`config.mk`:
```
export PLATFORM = sky130hd
export DESIGN_NAME = clock_counter_with_segment_display
export DESIGN_NICKNAME = d
export VERILOG_FILES = /design/src/design/ccsd_pkg.sv /design/src/design/ccsd_cfg.sv /design/src/design/ccsd_time.sv /design/src/design/ccsd_disp.sv /design/src/design/clock_counter_with_segment_display.sv
export VERILOG_INCLUDE_DIRS = /design/src /design/src/design
export SDC_FILE = /design/constraint.sdc
export NUM_CORES = 1
export LEC_CHECK = 0
export ABC_CLOCK_PERIOD_IN_PS = 6700
export BUFFER_PORTS_ARGS = -buffer_cell sky130_fd_sc_hd__buf_4
export CORE_MARGIN = 4
export CORE_UTILIZATION = 27
export DETAILED_ROUTE_END_ITERATION = 12
export GPL_TIMING_DRIVEN = 0
export PLACE_DENSITY = 0.41
export SKIP_LAST_GASP = 1
export SYNTH_ARGS = -nofsm -noshare
export SYNTH_HDL_FRONTEND = slang
export SYNTH_SLANG_ARGS = --single-unit
```
`constraint.sdc`:
```
create_clock -name clk_i -period 6.7 [get_ports clk_i]
set_input_delay 1.005 -clock clk_i [delete_from_list [all_inputs] [get_ports clk_i]]
set_output_delay 1.005 -clock clk_i [all_outputs]
set_load 0.005 [all_outputs]
```
`src/design/clock_counter_with_segment_display_defines.svh`:
```
// Assertion macros for the clock counter with segment display.
`ifndef CLOCK_COUNTER_WITH_SEGMENT_DISPLAY_DEFINES_SVH
`define CLOCK_COUNTER_WITH_SEGMENT_DISPLAY_DEFINES_SVH

`ifndef NO_ASSERTIONS
`define CCSD_ASSERT(lbl, prop, msg) \
  lbl: assert property (@(posedge clk_i) disable iff (!rst_ni) (prop)) else $error(msg);
`define CCSD_ASSERT_NEVER(lbl, cond, msg) \
  lbl: assert property (@(posedge clk_i) disable iff (!rst_ni) !(cond)) else $error(msg);
`else
`define CCSD_ASSERT(lbl, prop, msg)
`define CCSD_ASSERT_NEVER(lbl, cond, msg)
`endif

`endif

```
`src/design/ccsd_pkg.sv`:
```
// Types, constants and digit helpers shared by the clock counter modules.
`timescale 1ns / 1ps
package ccsd_pkg;

  typedef enum logic {
    OP_TICK = 1'b0,
    OP_LOAD = 1'b1
  } op_e;

  typedef enum logic [1:0] {
    CFG_TICKS_PER_SECOND   = 2'd0,
    CFG_BLINK_POINT_FIRST  = 2'd1,
    CFG_BLINK_POINT_SECOND = 2'd2
  } cfg_idx_e;

  localparam int unsigned CfgIdxW  = 2;
  localparam int unsigned CfgDataW = 8;

  localparam logic [7:0] TicksPerSecondRst   = 8'd56;
  localparam logic [7:0] BlinkPointFirstRst  = 8'd10;
  localparam logic [7:0] BlinkPointSecondRst = 8'd37;

  localparam logic [7:0] PrescaleRst  = 8'd0;
  localparam logic [5:0] SecondsRst   = 6'd30;
  localparam logic [5:0] MinutesRst   = 6'd31;
  localparam logic [4:0] HoursRst     = 5'd22;
  localparam logic       IndicatorRst = 1'b1;

  localparam logic [5:0] SecondsMax = 6'd59;
  localparam logic [5:0] MinutesMax = 6'd59;
  localparam logic [4:0] HoursMax   = 5'd23;

  localparam logic [7:0] SegBlank    = 8'hFF;
  localparam logic [7:0] RingOddBase = 8'hFE;

  typedef struct packed {
    op_e        operation;
    logic [4:0] load_hours;
    logic [5:0] load_minutes;
    logic [5:0] load_seconds;
  } in_t;

  typedef struct packed {
    logic [7:0] hour_tens_segments;
    logic [7:0] hour_ones_segments;
    logic [7:0] minute_tens_segments;
    logic [7:0] minute_ones_segments;
    logic [2:0] ring_group;
    logic [7:0] ring_pattern;
    logic       indicator_led;
  } out_t;

  typedef struct packed {
    logic [7:0] ticks_per_second;
    logic [7:0] blink_point_first;
    logic [7:0] blink_point_second;
  } cfg_t;

  typedef struct packed {
    logic [7:0] prescale;
    logic [5:0] seconds;
    logic [5:0] minutes;
    logic [4:0] hours;
    logic       indicator;
  } time_t;

  typedef struct packed {
    logic [2:0] tens;
    logic [3:0] ones;
  } digits_t;

  // active-low pattern, blank above nine
  function automatic logic [7:0] seg_encode(input logic [3:0] d);
    logic [7:0] p;
    unique case (d)
      4'd0:    p = 8'h40;
      4'd1:    p = 8'h79;
      4'd2:    p = 8'h24;
      4'd3:    p = 8'h30;
      4'd4:    p = 8'h19;
      4'd5:    p = 8'h12;
      4'd6:    p = 8'h02;
      4'd7:    p = 8'h78;
      4'd8:    p = 8'h00;
      4'd9:    p = 8'h10;
      default: p = SegBlank;
    endcase
    return p;
  endfunction

  function automatic digits_t split_dec(input logic [5:0] v);
    digits_t r;
    priority if (v >= 6'd60) begin
      r.tens = 3'd6; r.ones = 4'(v - 6'd60);
    end else if (v >= 6'd50) begin
      r.tens = 3'd5; r.ones = 4'(v - 6'd50);
    end else if (v >= 6'd40) begin
      r.tens = 3'd4; r.ones = 4'(v - 6'd40);
    end else if (v >= 6'd30) begin
      r.tens = 3'd3; r.ones = 4'(v - 6'd30);
    end else if (v >= 6'd20) begin
      r.tens = 3'd2; r.ones = 4'(v - 6'd20);
    end else if (v >= 6'd10) begin
      r.tens = 3'd1; r.ones = 4'(v - 6'd10);
    end else begin
      r.tens = 3'd0; r.ones = v[3:0];
    end
    return r;
  endfunction

endpackage

```
`src/design/ccsd_cfg.sv`:
```
// Configuration registers: prescaler period and the two blink points.
`timescale 1ns / 1ps
module ccsd_cfg (
  input  logic                          clk_i,
  input  logic                          rst_ni,
  input  logic                          cfg_we_i,
  input  logic [ccsd_pkg::CfgIdxW-1:0]  cfg_idx_i,
  input  logic [ccsd_pkg::CfgDataW-1:0] cfg_data_i,
  output ccsd_pkg::cfg_t                cfg_o
);

  ccsd_pkg::cfg_t cfg_q, cfg_d;

  always_comb begin
    cfg_d = cfg_q;
    if (cfg_we_i) begin
      unique case (ccsd_pkg::cfg_idx_e'(cfg_idx_i))
        ccsd_pkg::CFG_TICKS_PER_SECOND:   cfg_d.ticks_per_second   = cfg_data_i;
        ccsd_pkg::CFG_BLINK_POINT_FIRST:  cfg_d.blink_point_first  = cfg_data_i;
        ccsd_pkg::CFG_BLINK_POINT_SECOND: cfg_d.blink_point_second = cfg_data_i;
        default: ;
      endcase
    end
  end

  always_ff @(posedge clk_i or negedge rst_ni) begin
    if (!rst_ni) begin
      cfg_q.ticks_per_second   <= ccsd_pkg::TicksPerSecondRst;
      cfg_q.blink_point_first  <= ccsd_pkg::BlinkPointFirstRst;
      cfg_q.blink_point_second <= ccsd_pkg::BlinkPointSecondRst;
    end else begin
      cfg_q <= cfg_d;
    end
  end

  assign cfg_o = cfg_q;

endmodule

```
`src/design/ccsd_time.sv`:
```
// Time keeping: prescaler, seconds/minutes/hours carry chain, indicator toggle and time load.
`timescale 1ns / 1ps
module ccsd_time (
  input  logic            clk_i,
  input  logic            rst_ni,
  input  logic            acc_i,
  input  ccsd_pkg::in_t   word_i,
  input  ccsd_pkg::cfg_t  cfg_i,
  output ccsd_pkg::time_t time_d_o,
  output ccsd_pkg::time_t time_q_o
);

  ccsd_pkg::time_t time_q, time_d;
  logic [8:0] presc_inc;
  logic [5:0] sec_inc;
  logic [5:0] min_inc;
  logic [4:0] hr_inc;

  assign presc_inc = {1'b0, time_q.prescale} + 9'd1;
  assign sec_inc   = time_q.seconds + 6'd1;
  assign min_inc   = time_q.minutes + 6'd1;
  assign hr_inc    = time_q.hours + 5'd1;

  always_comb begin
    time_d = time_q;
    if (acc_i) begin
      unique case (word_i.operation)
        ccsd_pkg::OP_TICK: begin
          if (time_q.prescale == cfg_i.blink_point_first ||
              time_q.prescale == cfg_i.blink_point_second) begin
            time_d.indicator = ~time_q.indicator;
          end
          if (presc_inc >= {1'b0, cfg_i.ticks_per_second}) begin
            time_d.prescale = '0;
            time_d.seconds  = sec_inc;
            if (sec_inc > ccsd_pkg::SecondsMax) begin
              time_d.seconds = '0;
              time_d.minutes = min_inc;
              if (min_inc > ccsd_pkg::MinutesMax) begin
                time_d.minutes = '0;
                time_d.hours   = (hr_inc > ccsd_pkg::HoursMax) ? 5'd0 : hr_inc;
              end
            end
          end else begin
            time_d.prescale = presc_inc[7:0];
          end
        end
        ccsd_pkg::OP_LOAD: begin
          time_d.hours    = word_i.load_hours;
          time_d.minutes  = word_i.load_minutes;
          time_d.seconds  = word_i.load_seconds;
          time_d.prescale = '0;
        end
        default: ;
      endcase
    end
  end

  always_ff @(posedge clk_i or negedge rst_ni) begin
    if (!rst_ni) begin
      time_q.prescale  <= ccsd_pkg::PrescaleRst;
      time_q.seconds   <= ccsd_pkg::SecondsRst;
      time_q.minutes   <= ccsd_pkg::MinutesRst;
      time_q.hours     <= ccsd_pkg::HoursRst;
      time_q.indicator <= ccsd_pkg::IndicatorRst;
    end else begin
      time_q <= time_d;
    end
  end

  assign time_d_o = time_d;
  assign time_q_o = time_q;

endmodule

```
`src/design/ccsd_disp.sv`:
```
// Display encoding of the updated time into the registered result word.
`timescale 1ns / 1ps
module ccsd_disp (
  input  logic            clk_i,
  input  logic            rst_ni,
  input  logic            acc_i,
  input  ccsd_pkg::time_t time_i,
  input  logic            out_ready_i,
  output logic            out_valid_o,
  output ccsd_pkg::out_t  out_word_o
);

  ccsd_pkg::digits_t hr_dig, min_dig;
  ccsd_pkg::out_t    word_d, word_q;
  logic              valid_q, valid_d;
  logic [2:0]        ring_k;

  assign hr_dig  = ccsd_pkg::split_dec({1'b0, time_i.hours});
  assign min_dig = ccsd_pkg::split_dec(time_i.minutes);
  assign ring_k  = time_i.seconds[2:0];

  always_comb begin
    word_d.hour_tens_segments   = (hr_dig.tens == 3'd0) ? ccsd_pkg::SegBlank
                                : ccsd_pkg::seg_encode({1'b0, hr_dig.tens});
    word_d.hour_ones_segments   = ccsd_pkg::seg_encode(hr_dig.ones);
    word_d.minute_tens_segments = ccsd_pkg::seg_encode({1'b0, min_dig.tens});
    word_d.minute_ones_segments = ccsd_pkg::seg_encode(min_dig.ones);
    word_d.ring_group           = time_i.seconds[5:3];
    // odd minute: bar fills; even minute: bar empties
    word_d.ring_pattern         = time_i.minutes[0] ? (ccsd_pkg::RingOddBase << ring_k)
                                                    : ~(ccsd_pkg::RingOddBase << ring_k);
    word_d.indicator_led        = time_i.indicator;
  end

  assign valid_d = acc_i | (valid_q & ~out_ready_i);

  always_ff @(posedge clk_i or negedge rst_ni) begin
    if (!rst_ni) begin
      valid_q <= 1'b0;
    end else begin
      valid_q <= valid_d;
    end
  end

  always_ff @(posedge clk_i) begin
    if (acc_i) begin
      word_q <= word_d;
    end
  end

  assign out_valid_o = valid_q;
  assign out_word_o  = word_q;

endmodule

```
`src/design/clock_counter_with_segment_display.sv`:
```
// Top level: clock counter with seven-segment and seconds-ring display words.
//
//   channel  dir  handshake                 payload
//   in       in   in_valid_i / in_ready_o   in_word_i  (ccsd_pkg::in_t)
//   out      out  out_valid_o / out_ready_i out_word_o (ccsd_pkg::out_t)
//   cfg      in   cfg_we_i                  cfg_idx_i, cfg_data_i
//
// One word per cycle while the result is not stalled; its result shows in the cycle after acceptance.
// The result is held in the single result register after the time update.
// Reset loads 22:31:30, prescaler zero, indicator on, config 56/10/37.
// A stalled result holds in_ready_o low until the result is taken.
`timescale 1ns / 1ps
`include "clock_counter_with_segment_display_defines.svh"
module clock_counter_with_segment_display (
  input  logic                          clk_i,
  input  logic                          rst_ni,
  input  logic                          in_valid_i,
  output logic                          in_ready_o,
  input  ccsd_pkg::in_t                 in_word_i,
  output logic                          out_valid_o,
  input  logic                          out_ready_i,
  output ccsd_pkg::out_t                out_word_o,
  input  logic                          cfg_we_i,
  input  logic [ccsd_pkg::CfgIdxW-1:0]  cfg_idx_i,
  input  logic [ccsd_pkg::CfgDataW-1:0] cfg_data_i
);

  ccsd_pkg::cfg_t  cfg;
  ccsd_pkg::time_t time_d, time_q;
  logic            in_acc;

  assign in_ready_o = ~out_valid_o | out_ready_i;
  assign in_acc     = in_valid_i & in_ready_o;

  ccsd_cfg u_cfg (
    .clk_i      (clk_i),
    .rst_ni     (rst_ni),
    .cfg_we_i   (cfg_we_i),
    .cfg_idx_i  (cfg_idx_i),
    .cfg_data_i (cfg_data_i),
    .cfg_o      (cfg)
  );

  ccsd_time u_time (
    .clk_i    (clk_i),
    .rst_ni   (rst_ni),
    .acc_i    (in_acc),
    .word_i   (in_word_i),
    .cfg_i    (cfg),
    .time_d_o (time_d),
    .time_q_o (time_q)
  );

  ccsd_disp u_disp (
    .clk_i       (clk_i),
    .rst_ni      (rst_ni),
    .acc_i       (in_acc),
    .time_i      (time_d),
    .out_ready_i (out_ready_i),
    .out_valid_o (out_valid_o),
    .out_word_o  (out_word_o)
  );

  `CCSD_ASSERT(a_acc_gives_result, in_acc |=> out_valid_o, "accepted word produced no result")
  `CCSD_ASSERT(a_tick_presc_bound, (in_acc && in_word_i.operation == ccsd_pkg::OP_TICK) |=> (time_q.prescale == 8'd0 || time_q.prescale < $past(cfg.ticks_per_second)), "prescaler left at or above period")
  `CCSD_ASSERT(a_load_clears, (in_acc && in_word_i.operation == ccsd_pkg::OP_LOAD) |=> (time_q.prescale == 8'd0 && $stable(time_q.indicator)), "load did not clear prescaler or moved indicator")
  `CCSD_ASSERT_NEVER(a_idle_state_moves, !in_acc && (time_d != time_q), "time changed without an accepted word")

endmodule

```
==> results of run 1 <==
==> state kept, by name, summed over array words and instances, names as in the netlist <==
register	count
u_disp.out_valid_o	1
u_time.time_q_o	26
u_disp.out_word_o	41
u_cfg.cfg_o	24
==> timing repair <==
action | in CTS | in global routing
buffers inserted | 0 | 0
gates resized for setup | 0 | 1
setup endpoints to repair | 0 | 1
==> worst paths after layout <==
path                                                 start                               to  slack (ps)  cells past startpoint
setup / recovery           u_time.time_q_o[19]$_DFFE_PN0P_  u_disp.out_word_o[15]$_DFFE_PP_         550                     24
hold / removal                u_time.time_q_o[0]$_DFF_PN1_     u_time.time_q_o[0]$_DFF_PN1_         510                      1
setup reg to reg           u_time.time_q_o[19]$_DFFE_PN0P_  u_disp.out_word_o[15]$_DFFE_PP_         550                     24
hold reg to reg               u_time.time_q_o[0]$_DFF_PN1_     u_time.time_q_o[0]$_DFF_PN1_         510                      1
max in group asynchronous                           rst_ni     u_time.time_q_o[1]$_DFF_PN0_        5530                      1
min in group asynchronous                           rst_ni      u_cfg.cfg_o[10]$_DFFE_PN0P_         700                      1
==> cell usage in the layout (no fill, tap or decap), types with 8 or more instances in the layout <==
master	count
clkbuf_16	9
xnor2_1	29
o211ai_1	10
and3_1	8
nand4_1	13
a21oi_1	22
ha_1	38
dfrtp_1	30
nor2_1	28
clkbuf_1	13
nand3_1	18
nand2_1	46
buf_2	11
o21ai_0	37
edfxtp_1	41
mux2_2	19
dfstp_2	21
buf_4	88
inv_1	41
==> per-stage QoR <==
stage	cells	power, uW	hold slack (ps)	area (um^2)
after floorplan	599	1450	476	6240
after global placement	961	1710	497	7170
after detailed placement	961	1720	494	7170
after CTS	977	2220	508	7440
after global routing	977	2350	538	7450
final	977	2180	508	7450
==> layer usage <==
layer	track usage, %	share of wire, %	vias up
met3	2.35	4.1	7
li1	-	-	2368
met5	0	0	-
met4	3.56	0.87	0
met1	17.5	49	2269
met2	19.6	46	81
==> power breakdown <==
group	total [uW]	switching (uW)	internal, uW
clock	482	229	253
sequential	813	61.6	751
combinational	889	485	404
total	2180	776	1410
==> layout make-up <==
cell class	instances	area (um^2)	share of cell area [%]
Sequential cell	92	2530	34.0
Multi-Input combinational cell	424	3300	44.3
Inverter	43	161	2.17
Tap cell	285	357	4.79
Timing Repair Buffer	77	578	7.76
Clock buffer	11	233	3.12
Clock inverter	5	38.8	0.521
Buffer	40	246	3.31
==> kinds of logic after synthesis <==
group,after synthesis
compound gates,157
mux,26
buf+inv,83
other cells,2
simple gates,166
fa+ha+maj,38
flops,92
xor+xnor,35
==> results.txt, run 1 <==
----------------------------------------------------
[Logic synthesis]
  Top flip-flop cell by instance count after synthesis ... edfxtp_1
  Count leader, synth ... nand2_1
  Compound-gate portion of the synthesized area ... 20.6%
  Mean instance size in the synthesized netlist ... 10.4 um^2
  Number of synthesized register bits ... 92
  Number of synthesized flops with an enable pin ... 41
  Mux cell area share after synthesis ... 4.99%
  Top cells by count, synth ... nand2_1, edfxtp_1, inv_1
  Number of warnings reported in the yosys synthesis log ... 0
  Simple-gate share of the synthesized area ... 14.5%
  Sequential fraction of the synthesis area ... 40.6%
  Top area cells in the synthesized netlist ... edfxtp_1, dfrtp_1, dfstp_2
  Gate Count Post-Synth ... 599
  Area of the mapped netlist ... 6240 um^2
  Async set or reset register ratio after synthesis ... 55.4%
  Share of synthesized cell area in full adder, half adder and majority cells ... 7.62%
  Largest family of logic cells by synthesized area ... compound AO/OA/AOI/OAI gates
  Dominant cell type by area after synthesis ... edfxtp_1
  Share of the synthesized area in the top cell type ... 19.7%
  Cell variety after synth ... 97
  Number of nets in the synthesized netlist ... 670
  Post-Synth XOR/XNOR Area ... 5.03%

[Worst hold path]
  Path category of the worst min-delay check ... reg -> reg

[STA]
  Post-layout minimum cycle time ... 6150 ps
  Unrepaired setup endpoints after global routing ... no
  Setup TNS ... 0 ps
  Number of pins with negative max-slew slack in the final report ... 0
  Post-Route Skew ... 12.3 ps
  Transition time at the pin with the least slew margin ... 764 ps
  Total count of hold-check failures in the final report ... 0
  Rel. slew slack ... 48.9%
  Smallest setup slack after layout ... 553 ps
  Total of endpoints with negative setup slack in the final report ... 0
  Peak clock frequency supported by timing ... 0.163 GHz
  Share of the cycle needed by the critical path after routing ... 91.7%

[Detailed routing]
  Number of DRC markers in iteration 0 ... 215
  Antenna violation net count after detailed routing ... 0
  Mean routed wirelength per cell ... 16.1 um
  Pre-Repair DR Iteration Count ... 4
  Vias/cell ... 4.84
  Via count ... 4725
  DRC violation count after routing ... 0
  Wire length after detailed routing ... 15700 um

[Critical path]
  Nature of the critical path endpoint ... flop
  Critical-path cell list ... ha_1, and3_1, buf_6, nand3_1, xnor2_1, ha_1, and4_1, o21ai_1, o211a_4, buf_6, nor4b_1, a211o_1, inv_1, ha_1, clkbuf_1, a32oi_1, o21ai_2, o221ai_2, a2bb2oi_2, inv_1, ha_1, inv_1, a21oi_1, a311o_1
  CP dominant cell by count ... ha_1
  Maximum fanout along the worst path ... 10
  Data arrival time of the critical path ... 6240 ps
  Delay of the slowest critical-path stage ... 500 ps
  Critical path launch point type ... flop
  Number of buffer and inverter stages on the critical path ... 6
  CP max stage cell ... dfrtp_1
  Kind of critical path ... reg -> reg
  Required time reported for the critical path endpoint ... 6790 ps
  Top cell family by delay on the critical path ... compound AO/OA/AOI/OAI gates

[Run status]
  Run status ... finished, final reports clean

[Clocking]
  Clock sink count ... 92
  H-tree Lvls ... 3
  Clock-pin slew on the worst setup and hold paths ... 70 ps
  Clock latency at the later pin of the worst-skew pair ... 350 ps
  CTS root buffer ... clkbuf_16
  Cts hold-fix bufs ... 0
  Maximum clock insertion buffer count ... 2
  CTS tree ... done
  Cts bufs inserted ... 9

[Placed design]
  Worst slack at placement ... -112 ps
  Port Buffers ... 77
  Final HPWL DP ... 11800 um
  GPL Wtd Cong ... 0.848

[Global route]
  Vias in the first global route ... 4831
  Initial antenna violation count ... 0
  Aggregate global routing overflow ... 0
  First-pass GRT wire length ... 25900 um
  GRT Overall Usage ... 12.4%
  Largest net degree at the start of global routing ... 52

[Die]
  Std-Cell Core Area ... 22700 um^2
  Number of core rows ... 55
  Die boundary width ... 160 um
  Chip Height ... 160 um
  Number of I/O pins ... 79
  Initial core utilization ... 27.5%
  Die Footprint ... 25600 um^2

[Final layout]
  Fill cells ... 2340
  Synthesis-to-layout area growth ... 19.4%
  Count of nets after finishing ... 758
  Share of cells above drive strength 1 ... 30.1%
  Diode count ... 0
  Utilization after layout ... 32.8%

[Pwr]
  Static Leakage ... 0.00300 uW
  VDD IR max ... 121 uV
  Power density cells ... 293 nW/um^2

[Job]
  Number of maximum-capacitance constraint violations ... 0

----------------------------------------------------
Power figures use the tool's default switching activity.
==> run 2: changes to the inputs <==
--- a/config.mk
+++ b/config.mk
@@ -11,7 +11,6 @@
 export CORE_MARGIN = 4
 export CORE_UTILIZATION = 27
 export DETAILED_ROUTE_END_ITERATION = 12
-export GPL_TIMING_DRIVEN = 0
 export PLACE_DENSITY = 0.41
 export SKIP_LAST_GASP = 1
 export SYNTH_ARGS = -nofsm -noshare
==> results.txt, run 2 (synthesis results as in run 1) <==
----------------------------------------------------
[Run status]
  Run status ... finished, final reports clean

[Placed design]
  Port Buffers ... 77
  GPL Wtd Cong ... 0.835
  Worst slack at placement ... 816 ps
  Area post-placement ... 6970 um^2
  Final HPWL DP ... 11300 um

[STA]
  Unrepaired setup endpoints after global routing ... no
  Transition time at the pin with the least slew margin ... 726 ps
  Hold slack ... 512 ps
  Number of pins with negative max-slew slack in the final report ... 0
  Post-layout minimum cycle time ... 5880 ps
  Post-Route Skew ... 10.4 ps
  Rel. slew slack ... 51.6%
  Smallest setup slack after layout ... 823 ps
  Total count of hold-check failures in the final report ... 0
  Share of the cycle needed by the critical path after routing ... 87.7%
  Setup TNS ... 0 ps
  Peak clock frequency supported by timing ... 0.170 GHz
  Total of endpoints with negative setup slack in the final report ... 0

[Clocking]
  CTS tree ... done
  Cts bufs inserted ... 9
  Total of cells resized after clock tree synthesis ... 0
  H-tree Lvls ... 3
  CTS root buffer ... clkbuf_16
  Clock latency at the later pin of the worst-skew pair ... 350 ps
  Clock sink count ... 92
  Cts hold-fix bufs ... 0
  Maximum clock insertion buffer count ... 2
  Clock-pin slew on the worst setup and hold paths ... 60 ps
  Post-CTS setup buffer count ... 0

[Critical path]
  Maximum fanout along the worst path ... 21
  Kind of critical path ... reg -> reg
  Data arrival time of the critical path ... 5970 ps
  Nature of the critical path endpoint ... flop
  Critical path launch point type ... flop
  Required time reported for the critical path endpoint ... 6800 ps
  CP startpoint ... u_time.time_q_o[18]$_DFFE_PN0P_
  Startpoint of the worst-slack reg-to-reg timing path ... u_time.time_q_o[18]$_DFFE_PN0P_

[Pwr]
  VDD IR max ... 122 uV
  Post-route total power ... 2290 uW
  Static Leakage ... 0.00293 uW
  Power density cells ... 312 nW/um^2

[Global route]
  Initial antenna violation count ... 0
  GRT Overall Usage ... 12.4%
  Largest net degree at the start of global routing ... 53
  First-pass GRT wire length ... 26000 um
  Aggregate global routing overflow ... 0
  Vias in the first global route ... 4814

[Final layout]
  Leading cell type in the layout, fill and taps excluded ... buf_4
  Final std cell area, no fill ... 7330 um^2
  Highest-count cells in the layout ignoring fill and taps ... buf_4, nand2_1, edfxtp_1
  Number of flip-flops under the largest register name ... 41
  Share of cells above drive strength 1 ... 28.3%
  Count of nets after finishing ... 723
  Synthesis-to-layout area growth ... 17.6%
  Diode count ... 0

[Job]
  Number of maximum-capacitance constraint violations ... 0

[Die]
  Number of core rows ... 55
  Std-Cell Core Area ... 22700 um^2
  Die Footprint ... 25600 um^2
  Chip Height ... 160 um
  Die boundary width ... 160 um
  Number of I/O pins ... 79
  Initial core utilization ... 27.5%

[Detailed routing]
  DRC violation count after routing ... 0
  Number of DRC markers in iteration 0 ... 257
  Vias/cell ... 5.00
  Mean routed wirelength per cell ... 16.6 um
  Wire length after detailed routing ... 15700 um
  Pre-Repair DR Iteration Count ... 5
  Via count ... 4711
  Antenna violation net count after detailed routing ... 0

[Worst hold path]
  Path category of the worst min-delay check ... reg -> reg
  Startpoint of the tightest hold check path ... u_time.time_q_o[0]$_DFF_PN1_

----------------------------------------------------
run 2: power breakdown:
| part | internal [uW] | switching (uW) |
|---|---|---|
| logic | 379 | 450 |
| clock network | 396 | 226 |
| registers | 752 | 87.1 |
| total | 1530 | 764 |
run 2: layout make-up:
type | instances | area [um^2]
fillers | 2330 | 15400
multi-input cells | 424 | 3300
flip-flops and latches | 92 | 2530
repair buffers | 82 | 616
well taps | 285 | 357
clock buffers | 14 | 308
inverters | 43 | 161
clock inverters | 2 | 60.1
run 2: layer usage:
layer  GRT usage [%]  wire, um
met1            16.7      7430
met4            3.36       196
met2            20.3      7370
met5               0         0
met3            2.79       690
run 2: worst max-delay path, cell delays in order, from the launching register on:
cell	delay, ps
dfrtp_1	490
ha_1	230
and3_1	310
nand3_1	130
xnor2_1	170
ha_1	310
and4_1	180
o21ai_1	130
o211a_4	370
nor4b_1	340
a211o_1	350
inv_1	190
ha_1	360
a32oi_1	360
o21ai_2	170
o221ai_2	340
a2bb2oi_2	300
inv_1	130
ha_1	310
inv_1	60
a21oi_1	50
a311o_1	340
run 2: final timing paths:
check	end	slack, ps	cells after the start
setup / recovery	u_disp.out_word_o[15]$_DFFE_PP_	820	21
hold / removal	u_time.time_q_o[0]$_DFF_PN1_	510	1
setup reg to reg	u_disp.out_word_o[15]$_DFFE_PP_	820	21
hold reg to reg	u_time.time_q_o[0]$_DFF_PN1_	510	1
max in group asynchronous	u_time.time_q_o[4]$_DFF_PN0_	5540	1
min in group asynchronous	u_cfg.cfg_o[10]$_DFFE_PN0P_	690	1
run 2: through the flow:
step                      util [%]  std cells
after floorplan                  -        599
after global placement        30.7        926
after detailed placement      30.7        926
after CTS                     32.3        942
after global routing          32.3        942
final                         32.3        942
